## config.mk

```make
export PLATFORM = sky130hd
export DESIGN_NAME = rdm_controller_transaction_flat
export DESIGN_NICKNAME = d
export VERILOG_FILES = /design/src/rtl/rdm_pkg.sv /design/src/rtl/rdm_stream_if.sv /design/src/rtl/rdm_front.sv /design/src/rtl/rdm_queue.sv /design/src/rtl/rdm_back.sv /design/src/rtl/rdm_controller_transaction.sv /design/src/flat_wrapper.sv
export SDC_FILE = /design/constraint.sdc
export NUM_CORES = 2
export LEC_CHECK = 0
export ABC_AREA = 1
export BUFFER_PORTS_ARGS = -buffer_cell sky130_fd_sc_hd__buf_2
export CAP_MARGIN = 15
export CORE_MARGIN = 5
export CORE_UTILIZATION = 50
export DETAILED_ROUTE_END_ITERATION = 7
export GPL_ROUTABILITY_DRIVEN = 1
export PLACE_DENSITY = 0.66
export SLEW_MARGIN = 20
export SYNTH_ARGS = -nofsm -noshare
export SYNTH_HDL_FRONTEND = slang
export SYNTH_HIERARCHICAL = 1
export SYNTH_SLANG_ARGS = --single-unit
```

## constraint.sdc

```tcl
create_clock -name clk -period 30.5 [get_ports clk]
set_clock_uncertainty 0.1 [all_clocks]
set_input_delay 4.575 -clock clk [delete_from_list [all_inputs] [get_ports clk]]
set_output_delay 4.575 -clock clk [all_outputs]
set_load 0.02 [all_outputs]
```

## src/rtl/rdm_pkg.sv

```systemverilog
`default_nettype none
package rdm_pkg;

	localparam int UidW = 48;
	localparam int TimeoutW = 14;
	localparam int CfgAddrW = 1;
	localparam int CfgDataW = 48;
	localparam logic [UidW-1:0] SourceUidReset = 48'hBBBB00000001;
	localparam logic [TimeoutW-1:0] TimeoutReset = 14'd2000;
	localparam logic [7:0] MaxParams = 8'd231;
	localparam logic [7:0] SumSeed = 8'hCC;
	localparam logic [7:0] StartCode = 8'h01;
	localparam logic [7:0] MinLength = 8'd24;
	localparam logic [7:0] GetResponse = 8'h21;
	localparam logic [7:0] SetResponse = 8'h31;
	localparam logic [7:0] RespAck = 8'h00;
	localparam logic [7:0] RespNack = 8'h02;
	localparam int QueueDepth = 4;
	localparam int HeaderBytes = 24;

	typedef enum logic [1:0] {
		CMD_START = 2'd0,
		CMD_PARAM = 2'd1,
		CMD_RX    = 2'd2,
		CMD_TICK  = 2'd3
	} cmd_t;

	typedef enum logic [2:0] {
		KIND_TX      = 3'd0,
		KIND_ACK     = 3'd1,
		KIND_ACKDATA = 3'd2,
		KIND_NACK    = 3'd3,
		KIND_TIMEOUT = 3'd4
	} kind_t;

	localparam logic [CfgAddrW-1:0] REG_SOURCE_UID = 1'd0;
	localparam logic [CfgAddrW-1:0] REG_TIMEOUT = 1'd1;

	typedef struct packed {
		logic [1:0]  command;
		logic [47:0] dest_uid;
		logic [7:0]  command_class;
		logic [15:0] param_id;
		logic [7:0]  param_length;
		logic [7:0]  data_byte;
		logic        frame_first;
	} in_word_t;

	typedef struct packed {
		logic [2:0]  kind;
		logic [7:0]  out_byte;
		logic [47:0] device_uid;
		logic [15:0] report_pid;
		logic [7:0]  data_count;
		logic [15:0] nack_reason;
		logic        has_reason;
		logic        last;
	} out_word_t;

	// one classified job for the back part
	typedef struct packed {
		logic        timeout;     // report timeout first
		logic        header;      // emit request header
		logic        tx_one;      // emit one byte and add to sum
		logic        sum;         // emit checksum
		logic        report;      // emit one prepared report word
		logic [7:0]  tn;
		logic [47:0] dest;
		logic [47:0] src;
		logic [7:0]  cc;
		logic [15:0] pid;
		logic [7:0]  pdl;
		logic [7:0]  b;
		out_word_t   rep;
		logic [47:0] to_uid;
		logic [15:0] to_pid;
	} job_t;

endpackage
`default_nettype wire

```

## src/rtl/rdm_stream_if.sv

```systemverilog
`default_nettype none
interface rdm_stream_if #(
	parameter type T = logic
);
	logic valid;
	logic ready;
	T     data;
	modport source (output valid, output data, input ready);
	modport sink (input valid, input data, output ready);
endinterface
`default_nettype wire

```

## src/rtl/rdm_front.sv

```systemverilog
`default_nettype none
module rdm_front (
	input  wire logic              clk,
	input  wire logic              arst_n,
	input  wire logic              cfg_we,
	input  wire logic [rdm_pkg::CfgAddrW-1:0] cfg_index,
	input  wire logic [rdm_pkg::CfgDataW-1:0] cfg_data,
	input  wire logic              in_valid,
	output logic                   in_ready,
	input  wire rdm_pkg::in_word_t in_data,
	output logic                   job_valid,
	input  wire logic              job_ready,
	output rdm_pkg::job_t          job
);
	import rdm_pkg::*;

	logic [47:0] src_q;
	logic [13:0] tmo_q;
	logic [7:0]  next_tn_q, pend_tn_q, params_left_q;
	logic        pend_q;
	logic [47:0] pend_uid_q;
	logic [15:0] pend_pid_q;
	logic [13:0] elapsed_q;
	logic [7:0]  rx_idx_q, rx_tn_q, rx_type_q, rx_len_q, rx_rh_q;
	logic        rx_rej_q;
	logic [47:0] rx_uid_q;
	logic [15:0] rx_pid_q;

	logic        acc;
	logic [7:0]  b, p, pdl, cnt, dn;
	logic [13:0] el_n;
	logic        first;
	job_t        j;

	assign in_ready = job_ready;
	assign acc = in_valid && job_ready;
	assign b = in_data.data_byte;
	assign first = in_data.frame_first;
	assign pdl = (in_data.param_length > MaxParams) ? MaxParams : in_data.param_length;
	assign p = first ? 8'd0 : rx_idx_q;
	assign cnt = (b > MaxParams) ? MaxParams : b;
	assign el_n = (elapsed_q != 14'h3FFF) ? elapsed_q + 14'd1 : elapsed_q;
	assign dn = p - 8'd23;

	always_comb begin
		j = '0;
		j.tn = next_tn_q;
		j.dest = in_data.dest_uid;
		j.src = src_q;
		j.cc = in_data.command_class;
		j.pid = in_data.param_id;
		j.pdl = pdl;
		j.b = b;
		j.to_uid = pend_uid_q;
		j.to_pid = pend_pid_q;
		unique case (cmd_t'(in_data.command))
			CMD_START: begin
				j.timeout = pend_q;
				j.header = 1'b1;
				j.sum = (pdl == 8'd0);
			end
			CMD_PARAM: begin
				j.tx_one = (params_left_q != 8'd0);
				j.sum = (params_left_q == 8'd1);
			end
			CMD_TICK: begin
				j.timeout = pend_q && ({2'b0, el_n} >= {2'b0, tmo_q});
			end
			CMD_RX: begin
				if (p != 8'd255 && !(rx_rej_q && !first)) begin
					if (p == 8'd22 && pend_q && pend_tn_q == rx_tn_q) begin
						if (rx_type_q == RespAck) begin
							j.report = 1'b1;
							j.rep.kind = KIND_ACK;
							j.rep.device_uid = rx_uid_q;
							j.rep.report_pid = rx_pid_q;
							j.rep.data_count = cnt;
						end else if (rx_type_q == RespNack && b < 8'd2) begin
							j.report = 1'b1;
							j.rep.kind = KIND_NACK;
							j.rep.device_uid = rx_uid_q;
							j.rep.report_pid = rx_pid_q;
						end
					end else if (p >= 8'd23) begin
						if (rx_type_q == RespAck) begin
							if (dn < rx_len_q) begin
								j.report = 1'b1;
								j.rep.kind = KIND_ACKDATA;
								j.rep.out_byte = b;
							end
						end else if (p != 8'd23) begin
							j.report = 1'b1;
							j.rep.kind = KIND_NACK;
							j.rep.device_uid = rx_uid_q;
							j.rep.report_pid = rx_pid_q;
							j.rep.nack_reason = {rx_rh_q, b};
							j.rep.has_reason = 1'b1;
						end
					end
				end
			end
			default: ;
		endcase
	end

	// a job is only queued when it yields words
	assign job_valid = in_valid && (j.timeout || j.header || j.tx_one || j.report);
	assign job = j;

	always_ff @(posedge clk or negedge arst_n) begin
		if (!arst_n) begin
			src_q <= SourceUidReset;
			tmo_q <= TimeoutReset;
			next_tn_q <= '0; pend_tn_q <= '0; params_left_q <= '0;
			pend_q <= 1'b0; pend_uid_q <= '0; pend_pid_q <= '0; elapsed_q <= '0;
			rx_idx_q <= '0; rx_tn_q <= '0; rx_type_q <= '0; rx_len_q <= '0;
			rx_rh_q <= '0; rx_rej_q <= 1'b0; rx_uid_q <= '0; rx_pid_q <= '0;
		end else begin
			if (cfg_we) begin
				if (cfg_index == REG_SOURCE_UID) src_q <= cfg_data[47:0];
				else if (cfg_index == REG_TIMEOUT) tmo_q <= cfg_data[13:0];
			end
			if (acc) begin
				unique case (cmd_t'(in_data.command))
					CMD_START: begin
						next_tn_q <= next_tn_q + 8'd1;
						pend_q <= 1'b1;
						pend_tn_q <= next_tn_q;
						pend_uid_q <= in_data.dest_uid;
						pend_pid_q <= in_data.param_id;
						elapsed_q <= '0;
						params_left_q <= pdl;
					end
					CMD_PARAM: begin
						if (params_left_q != 8'd0) params_left_q <= params_left_q - 8'd1;
					end
					CMD_TICK: begin
						if (pend_q) begin
							elapsed_q <= el_n;
							if (j.timeout) pend_q <= 1'b0;
						end
					end
					CMD_RX: begin
						if (first) rx_rej_q <= 1'b0;
						if (p != 8'd255) begin
							rx_idx_q <= p + 8'd1;
							if (!(rx_rej_q && !first)) begin
								if (p == 8'd0) begin
									if (b != StartCode) rx_rej_q <= 1'b1;
								end else if (p == 8'd1) begin
									if (b < MinLength) rx_rej_q <= 1'b1;
								end else if (p >= 8'd8 && p <= 8'd13) begin
									rx_uid_q <= {rx_uid_q[39:0], b};
								end else if (p == 8'd14) rx_tn_q <= b;
								else if (p == 8'd15) rx_type_q <= b;
								else if (p == 8'd19) begin
									if (b != GetResponse && b != SetResponse) rx_rej_q <= 1'b1;
								end else if (p == 8'd20) rx_pid_q <= {b, 8'd0};
								else if (p == 8'd21) rx_pid_q <= {rx_pid_q[15:8], b};
								else if (p == 8'd22) begin
									rx_rej_q <= 1'b1;
									if (pend_q && pend_tn_q == rx_tn_q) begin
										pend_q <= 1'b0;
										rx_len_q <= cnt;
										if (rx_type_q == RespAck && cnt != 8'd0) rx_rej_q <= 1'b0;
										if (rx_type_q == RespNack && b >= 8'd2) rx_rej_q <= 1'b0;
									end
								end else if (p >= 8'd23) begin
									if (rx_type_q == RespAck) begin
										if (p - 8'd22 >= rx_len_q) rx_rej_q <= 1'b1;
									end else if (p == 8'd23) rx_rh_q <= b;
									else rx_rej_q <= 1'b1;
								end
							end
						end
					end
					default: ;
				endcase
			end
		end
	end
endmodule
`default_nettype wire

```

## src/rtl/rdm_queue.sv

```systemverilog
`default_nettype none
module rdm_queue #(
	parameter int Depth = rdm_pkg::QueueDepth
) (
	input  wire logic          clk,
	input  wire logic          arst_n,
	input  wire logic          wr_valid,
	output logic               wr_ready,
	input  wire rdm_pkg::job_t wr_data,
	output logic               rd_valid,
	input  wire logic          rd_ready,
	output rdm_pkg::job_t      rd_data
);
	import rdm_pkg::*;
	localparam int AW = $clog2(Depth);

	job_t          mem_q [Depth];
	logic [AW-1:0] wp_q, rp_q;
	logic [AW:0]   cnt_q;
	logic          wr, rd;

	assign wr_ready = (cnt_q != Depth[AW:0]);
	assign rd_valid = (cnt_q != '0);
	assign wr = wr_valid && wr_ready;
	assign rd = rd_valid && rd_ready;
	assign rd_data = mem_q[rp_q];

	always_ff @(posedge clk) begin
		if (wr) mem_q[wp_q] <= wr_data;
	end

	always_ff @(posedge clk or negedge arst_n) begin
		if (!arst_n) begin
			wp_q <= '0; rp_q <= '0; cnt_q <= '0;
		end else begin
			if (wr) wp_q <= (wp_q == AW'(Depth - 1)) ? '0 : wp_q + 1'b1;
			if (rd) rp_q <= (rp_q == AW'(Depth - 1)) ? '0 : rp_q + 1'b1;
			if (wr && !rd) cnt_q <= cnt_q + 1'b1;
			else if (rd && !wr) cnt_q <= cnt_q - 1'b1;
		end
	end
endmodule
`default_nettype wire

```

## src/rtl/rdm_back.sv

```systemverilog
`default_nettype none
module rdm_back (
	input  wire logic          clk,
	input  wire logic          arst_n,
	input  wire logic          job_valid,
	output logic               job_ready,
	input  wire rdm_pkg::job_t job,
	output logic               out_valid,
	input  wire logic          out_ready,
	output rdm_pkg::out_word_t out_data
);
	import rdm_pkg::*;

	// step: 0 timeout, 1..23 header bytes, 25 one tx byte, 26 sum hi, 27 sum lo, 28 report
	logic [4:0]  step_q;
	logic        busy_q;
	logic [15:0] sum_q;
	logic        ov_q;
	out_word_t   od_q;

	logic [4:0]  first_step, nstep;
	logic        done;
	logic [7:0]  hb;
	logic        last_w;
	out_word_t   w;
	logic        adv;
	logic [15:0] sum_n;

	always_comb begin
		if (job.timeout) first_step = 5'd0;
		else if (job.header) first_step = 5'd1;
		else if (job.tx_one) first_step = 5'd25;
		else first_step = 5'd28;
	end

	always_comb begin
		unique case (step_q)
			5'd1: hb = StartCode;
			5'd2: hb = MinLength + job.pdl;
			5'd3: hb = job.dest[47:40];
			5'd4: hb = job.dest[39:32];
			5'd5: hb = job.dest[31:24];
			5'd6: hb = job.dest[23:16];
			5'd7: hb = job.dest[15:8];
			5'd8: hb = job.dest[7:0];
			5'd9: hb = job.src[47:40];
			5'd10: hb = job.src[39:32];
			5'd11: hb = job.src[31:24];
			5'd12: hb = job.src[23:16];
			5'd13: hb = job.src[15:8];
			5'd14: hb = job.src[7:0];
			5'd15: hb = job.tn;
			5'd16: hb = 8'h01;
			5'd20: hb = job.cc;
			5'd21: hb = job.pid[15:8];
			5'd22: hb = job.pid[7:0];
			5'd23: hb = job.pdl;
			5'd25: hb = job.b;
			5'd26: hb = sum_q[15:8];
			5'd27: hb = sum_q[7:0];
			default: hb = 8'h00;
		endcase
	end

	always_comb begin
		nstep = step_q + 5'd1;
		done = 1'b0;
		unique case (step_q)
			5'd0: begin
				if (job.header) nstep = 5'd1;
				else done = 1'b1;
			end
			5'd23: begin
				if (job.sum) nstep = 5'd26;
				else done = 1'b1;
			end
			5'd25: begin
				if (job.sum) nstep = 5'd26;
				else done = 1'b1;
			end
			5'd27, 5'd28, 5'd24, 5'd29, 5'd30, 5'd31: done = 1'b1;
			default: ;
		endcase
	end

	always_comb begin
		w = '0;
		if (step_q == 5'd0) begin
			w.kind = KIND_TIMEOUT;
			w.device_uid = job.to_uid;
			w.report_pid = job.to_pid;
		end else if (step_q == 5'd28) begin
			w = job.rep;
		end else begin
			w.kind = KIND_TX;
			w.out_byte = hb;
		end
		w.last = done;
	end

	// header seeds sum at 0xCC; header and parameter bytes add
	always_comb begin
		if (step_q == 5'd1) sum_n = {8'd0, SumSeed} + {8'd0, hb};
		else if (step_q <= 5'd25) sum_n = sum_q + {8'd0, hb};
		else sum_n = sum_q;
	end

	assign adv = busy_q && (!ov_q || out_ready);
	assign job_ready = adv && done;
	assign out_valid = ov_q;
	assign out_data = od_q;

	always_ff @(posedge clk) begin
		if (adv) od_q <= w;
	end

	always_ff @(posedge clk or negedge arst_n) begin
		if (!arst_n) begin
			step_q <= '0; busy_q <= 1'b0; sum_q <= '0; ov_q <= 1'b0;
		end else begin
			if (adv) begin
				ov_q <= 1'b1;
				sum_q <= sum_n;
			end else if (out_ready) ov_q <= 1'b0;
			if (!busy_q || (adv && done)) begin
				busy_q <= job_valid && !(adv && done);
				step_q <= first_step;
				if (adv && done) busy_q <= 1'b0;
			end else if (adv) step_q <= nstep;
		end
	end
endmodule
`default_nettype wire

```

## src/rtl/rdm_controller_transaction.sv

```systemverilog
`default_nettype none
// channel | dir | word
// in_ch   | in  | command, request header fields, data_byte, frame_first
// out_ch  | out | kind, out_byte, device_uid, report_pid, data_count, nack_reason, has_reason, last
// cfg     | in  | cfg_we, cfg_index, cfg_data
// the front part takes one input word a cycle while the job queue has room and
// updates all transaction and receive state at once
// the back part loads a job, then emits one output word a cycle unless the output stalls:
// a start: any timeout, the header, any sum; a parameter byte: the byte, any sum; rx: a report
// arst_n clears all control state; registers come up at their reset values
// a stalled output holds the back part, which fills the queue and then holds the input
module rdm_controller_transaction #(
	parameter int Depth = rdm_pkg::QueueDepth
) (
	input  wire logic clk,
	input  wire logic arst_n,
	input  wire logic cfg_we,
	input  wire logic [rdm_pkg::CfgAddrW-1:0] cfg_index,
	input  wire logic [rdm_pkg::CfgDataW-1:0] cfg_data,
	rdm_stream_if.sink   in_ch,
	rdm_stream_if.source out_ch
);
	import rdm_pkg::*;

	logic  fj_valid, bj_valid, bj_ready;
	job_t  fj, bj;
	logic  q_ready;

	rdm_front u_front (
		.clk, .arst_n, .cfg_we, .cfg_index, .cfg_data,
		.in_valid(in_ch.valid), .in_ready(in_ch.ready), .in_data(in_ch.data),
		.job_valid(fj_valid), .job_ready(q_ready), .job(fj)
	);

	rdm_queue #(.Depth(Depth)) u_queue (
		.clk, .arst_n,
		.wr_valid(fj_valid), .wr_ready(q_ready), .wr_data(fj),
		.rd_valid(bj_valid), .rd_ready(bj_ready), .rd_data(bj)
	);

	rdm_back u_back (
		.clk, .arst_n,
		.job_valid(bj_valid), .job_ready(bj_ready), .job(bj),
		.out_valid(out_ch.valid), .out_ready(out_ch.ready), .out_data(out_ch.data)
	);
endmodule
`default_nettype wire

```

## src/flat_wrapper.sv

```systemverilog
// flat-port wrapper written by rule: the top's interface ports become plain ports
module rdm_controller_transaction_flat import rdm_pkg::*;
#(
	parameter int Depth = rdm_pkg::QueueDepth
)
  (clk, arst_n, cfg_we, cfg_index, cfg_data, in_ch_valid, in_ch_data, in_ch_ready, out_ch_valid, out_ch_data, out_ch_ready);
  rdm_stream_if #(.T(in_word_t)) in_ch_i ();
  rdm_stream_if #(.T(out_word_t)) out_ch_i ();
  input  wire logic clk;
  input  wire logic arst_n;
  input  wire logic cfg_we;
  input  wire logic [rdm_pkg::CfgAddrW-1:0] cfg_index;
  input  wire logic [rdm_pkg::CfgDataW-1:0] cfg_data;
  input wire logic [$bits(in_ch_i.valid)-1:0] in_ch_valid;
  input wire logic [$bits(in_ch_i.data)-1:0] in_ch_data;
  output wire logic [$bits(in_ch_i.ready)-1:0] in_ch_ready;
  output wire logic [$bits(out_ch_i.valid)-1:0] out_ch_valid;
  output wire logic [$bits(out_ch_i.data)-1:0] out_ch_data;
  input wire logic [$bits(out_ch_i.ready)-1:0] out_ch_ready;
  assign in_ch_i.valid = in_ch_valid;
  assign in_ch_i.data = in_ch_data;
  assign in_ch_ready = in_ch_i.ready;
  assign out_ch_valid = out_ch_i.valid;
  assign out_ch_data = out_ch_i.data;
  assign out_ch_i.ready = out_ch_ready;
  rdm_controller_transaction #(.Depth(Depth)) u_core (.clk(clk), .arst_n(arst_n), .cfg_we(cfg_we), .cfg_index(cfg_index), .cfg_data(cfg_data), .in_ch(in_ch_i), .out_ch(out_ch_i));
endmodule
```

==> impl_metrics.yaml <==
sta:
  fmaxAchievable_mhz: 98.2
  timing_worst_slew_pin_value_ns: 1.13
  hold_ws_ns: 0.383
  timing.final.max_slew_violations: 0
  final_min_period_over_clock_period_pct: 33.4
  slew-limit-headroom_pct: 24.5
  rsz_0062_raised_after_global_routing: "false"
  setup_viol: 0
  min_period_ns: 10.18
  timing.final.hold_violations: 0
  setup_tns_ns: 0
power_and_ir_drop:
  power_density_nw_per_um2: 90.1
  cellLeakagePower_nw: 31.9
  peak_vdd_ir_v: 0.0000734
placed_design:
  numPlacedInstances: 8123
  portBuffers: 247
  detailed_place_hpwl_mm: 114
  final_replace_weighted_congestion: 0.939
detailed_routing:
  drc: 0
  routedWlPerCell_um: 21.2
  routed_via_count_divided_by_cell_count: 5.38
  drt_iter0_drc: 4272
  dr.pass1.iters: 5
  drt-total-wl_mm: 179
  total_via_count_in_the_routed_design: 45481
  drtAntennaViolNets: 0
global_routing:
  number_of_global_route_vias_before_repair: 42962
  grt_usage_pct: 23.3
  grt.met2_usage_pct: 37.8
  grt_first_pass_wirelength_mm: 268
  globalRouteOverflowTotal: 0
  grt_util_met3_pct: 4.51
  pin_count_of_the_biggest_net_entering_global_routing: 268
  antenna_found_initial: 27
  globalRoute.busiestLayer: "met2"
  grt_use_met1_pct: 32.5
layout:
  final_cells: 8451
  filler_cell_count: 11734
  synthToLayoutAreaGrowth_pct: 10.5
  fraction_of_layout_instances_using_a_drive_strength_above_1_pct: 10.8
  finalNetCount: 6616
clock_network:
  cts_num_sinks: 1649
  cts_tree: "done"
  postCtsSetupRepairBufs: 0
  post_cts_resized: 0
  cts_h_tree_depth: 4
  clock_tree.root_cell: "clkbuf_16"
  clk_pin_slew_ns: 0.06
  worst_skew_pair.late_latency_ns: 0.80
  cts_inserted_buffers: 168
  cts_max_path_buffers: 3
  postCtsHoldBufs: 0
floorplan:
  rows: 138
  design.core.area_um2: 142000
  die_width_um: 388
  boundaryPins: 248
  die_area_um2: 150000
  initial_core_util_pct: 50.4
  die_y_um: 388
synth:
  post_synth_inst_count: 6305
  synth_warnings: 6
  postSynthAreaPerCell_um2: 11.3
  syn_nets: 6516
  mappedNetlistArea_um2: 71400
status:
  status: "complete, no violations"
critical_path:
  critical_path.max_fanout: 63
  timing.critical_path.arrival_ns: 10.49
  worstSetupPathType: "primary input to flop"
  critical_path.endpoint_type: "flop"
  crit_path_start_kind: "primary input"
  crit_required_ns: 30.81
flow_run:
  max_cap_viol_count: 0
worst_hold_path:
  hold_path.class: "flop to flop"
-- cell usage in the layout, fill, tap and decap left out, drive strengths merged, types with 3 or more instances in the layout --
cell type	instances
nand2	1648
a221oi	4
nor2	292
clkbuf	244
bufinv	15
or2	4
nor3	37
o31ai	10
a22oi	3
and3	4
a22o	67
o22ai	7
a211oi	10
clkinv	49
edfxtp	1349
xor2	31
inv	1012
a21oi	55
xnor2	6
o21ai	200
nand3	92
mux2	34
buf	303
o211ai	637
dfrtp	281
ha	64
dfstp	19
clkinvlp	6
diode	11
nor4	6
a31oi	5
o2bb2ai	8
nand4	28
-- metrics by stage --
stage               util [%]  setup slack (ns)  instance area (um^2)  power, mW
floorplan                  -              9.81                 71400       4.51
global placement        51.6             19.44                 73200       5.03
detailed placement      51.6             19.44                 73200       5.07
CTS                     55.6             20.28                 78800       7.15
global route            55.7             20.00                 78900       7.46
finish                  55.7             20.32                 78900       7.11
-- layout make-up --
type                       instances  area [um^2]  share of cell area [%]
sequential                      1649        48000                    60.9
multi-input combinational       3272        17300                    21.9
clock buffer                     244         4730                    6.00
inverter                        1011         3820                    4.84
tap                             1890         2360                    3.00
timing repair buffer             303         1750                    2.22
clock inverter                    71          920                    1.17
antenna                           11         27.5                  0.0349
-- worst max-delay path: stages --
cell	delay [ns]
buf_2	0.15
nor2_1	0.53
ha_1	0.38
inv_1	0.16
o21bai_1	0.21
xor2_1	0.17
ha_1	0.24
nand2_1	0.07
o21a_1	0.12
nand2_1	0.07
inv_1	0.08
o21ai_0	0.08
nand2_1	0.09
nand3_1	0.14
nand3_1	0.12
nand2_1	0.07
inv_1	0.09
nand2_1	0.27
nor2_4	0.16
buf_4	0.75
buf_4	0.94
buf_4	0.89
-- state kept, by name, indices dropped and copies added, names as in the netlist, 14 cells and up --
| signal | flops |
|---|---|
| u_core/u_back/sum_q | 16 |
| u_core/u_front/pend_uid_q | 48 |
| u_core/u_front/rx_pid_q | 16 |
| u_core/u_front/elapsed_q | 14 |
| u_core/u_back/out_data | 101 |
| u_core/u_front/src_q | 48 |
| u_core/u_queue/mem_q | 1248 |
| u_core/u_front/pend_pid_q | 16 |
| u_core/u_front/tmo_q | 14 |
| u_core/u_front/rx_uid_q | 48 |
-- worst paths after layout --
path | start | to | slack [ns] | cells past startpoint
setup reg to reg | u_core/u_queue/rp_q[0] | u_core/u_back/sum_q[12] | 23.46 | 19
max in group asynchronous | arst_n | u_core/u_front/rx_uid_q[43] | 24.54 | 3
min in group asynchronous | arst_n | u_core/u_front/src_q[18] | 3.67 | 1
setup / recovery | in_ch_data[0] | u_core/u_queue/mem_q[1][263] | 20.32 | 22
hold / removal | u_core/u_front/rx_pid_q[0] | u_core/u_front/rx_pid_q[0] | 0.38 | 2
hold reg to reg | u_core/u_front/rx_pid_q[0] | u_core/u_front/rx_pid_q[0] | 0.38 | 2
-- per-layer routing --
metal / part of all wire [%] / vias up / wire length, um
met2: 48 / 1435 / 85400
met5: 0.069 / - / 124
li1: - / 21468 / -
met3: 6.9 / 272 / 12400
met1: 43 / 22288 / 76800
met4: 2.5 / 18 / 4500
-- power breakdown --
group          switching (mW)  leakage (nW)  internal [mW]
clock                   0.862          2.74           1.21
sequential              0.178          16.3           2.82
combinational            1.48          12.9          0.552
total                    2.52          31.9           4.59
(Power assumes the default switching activity.)
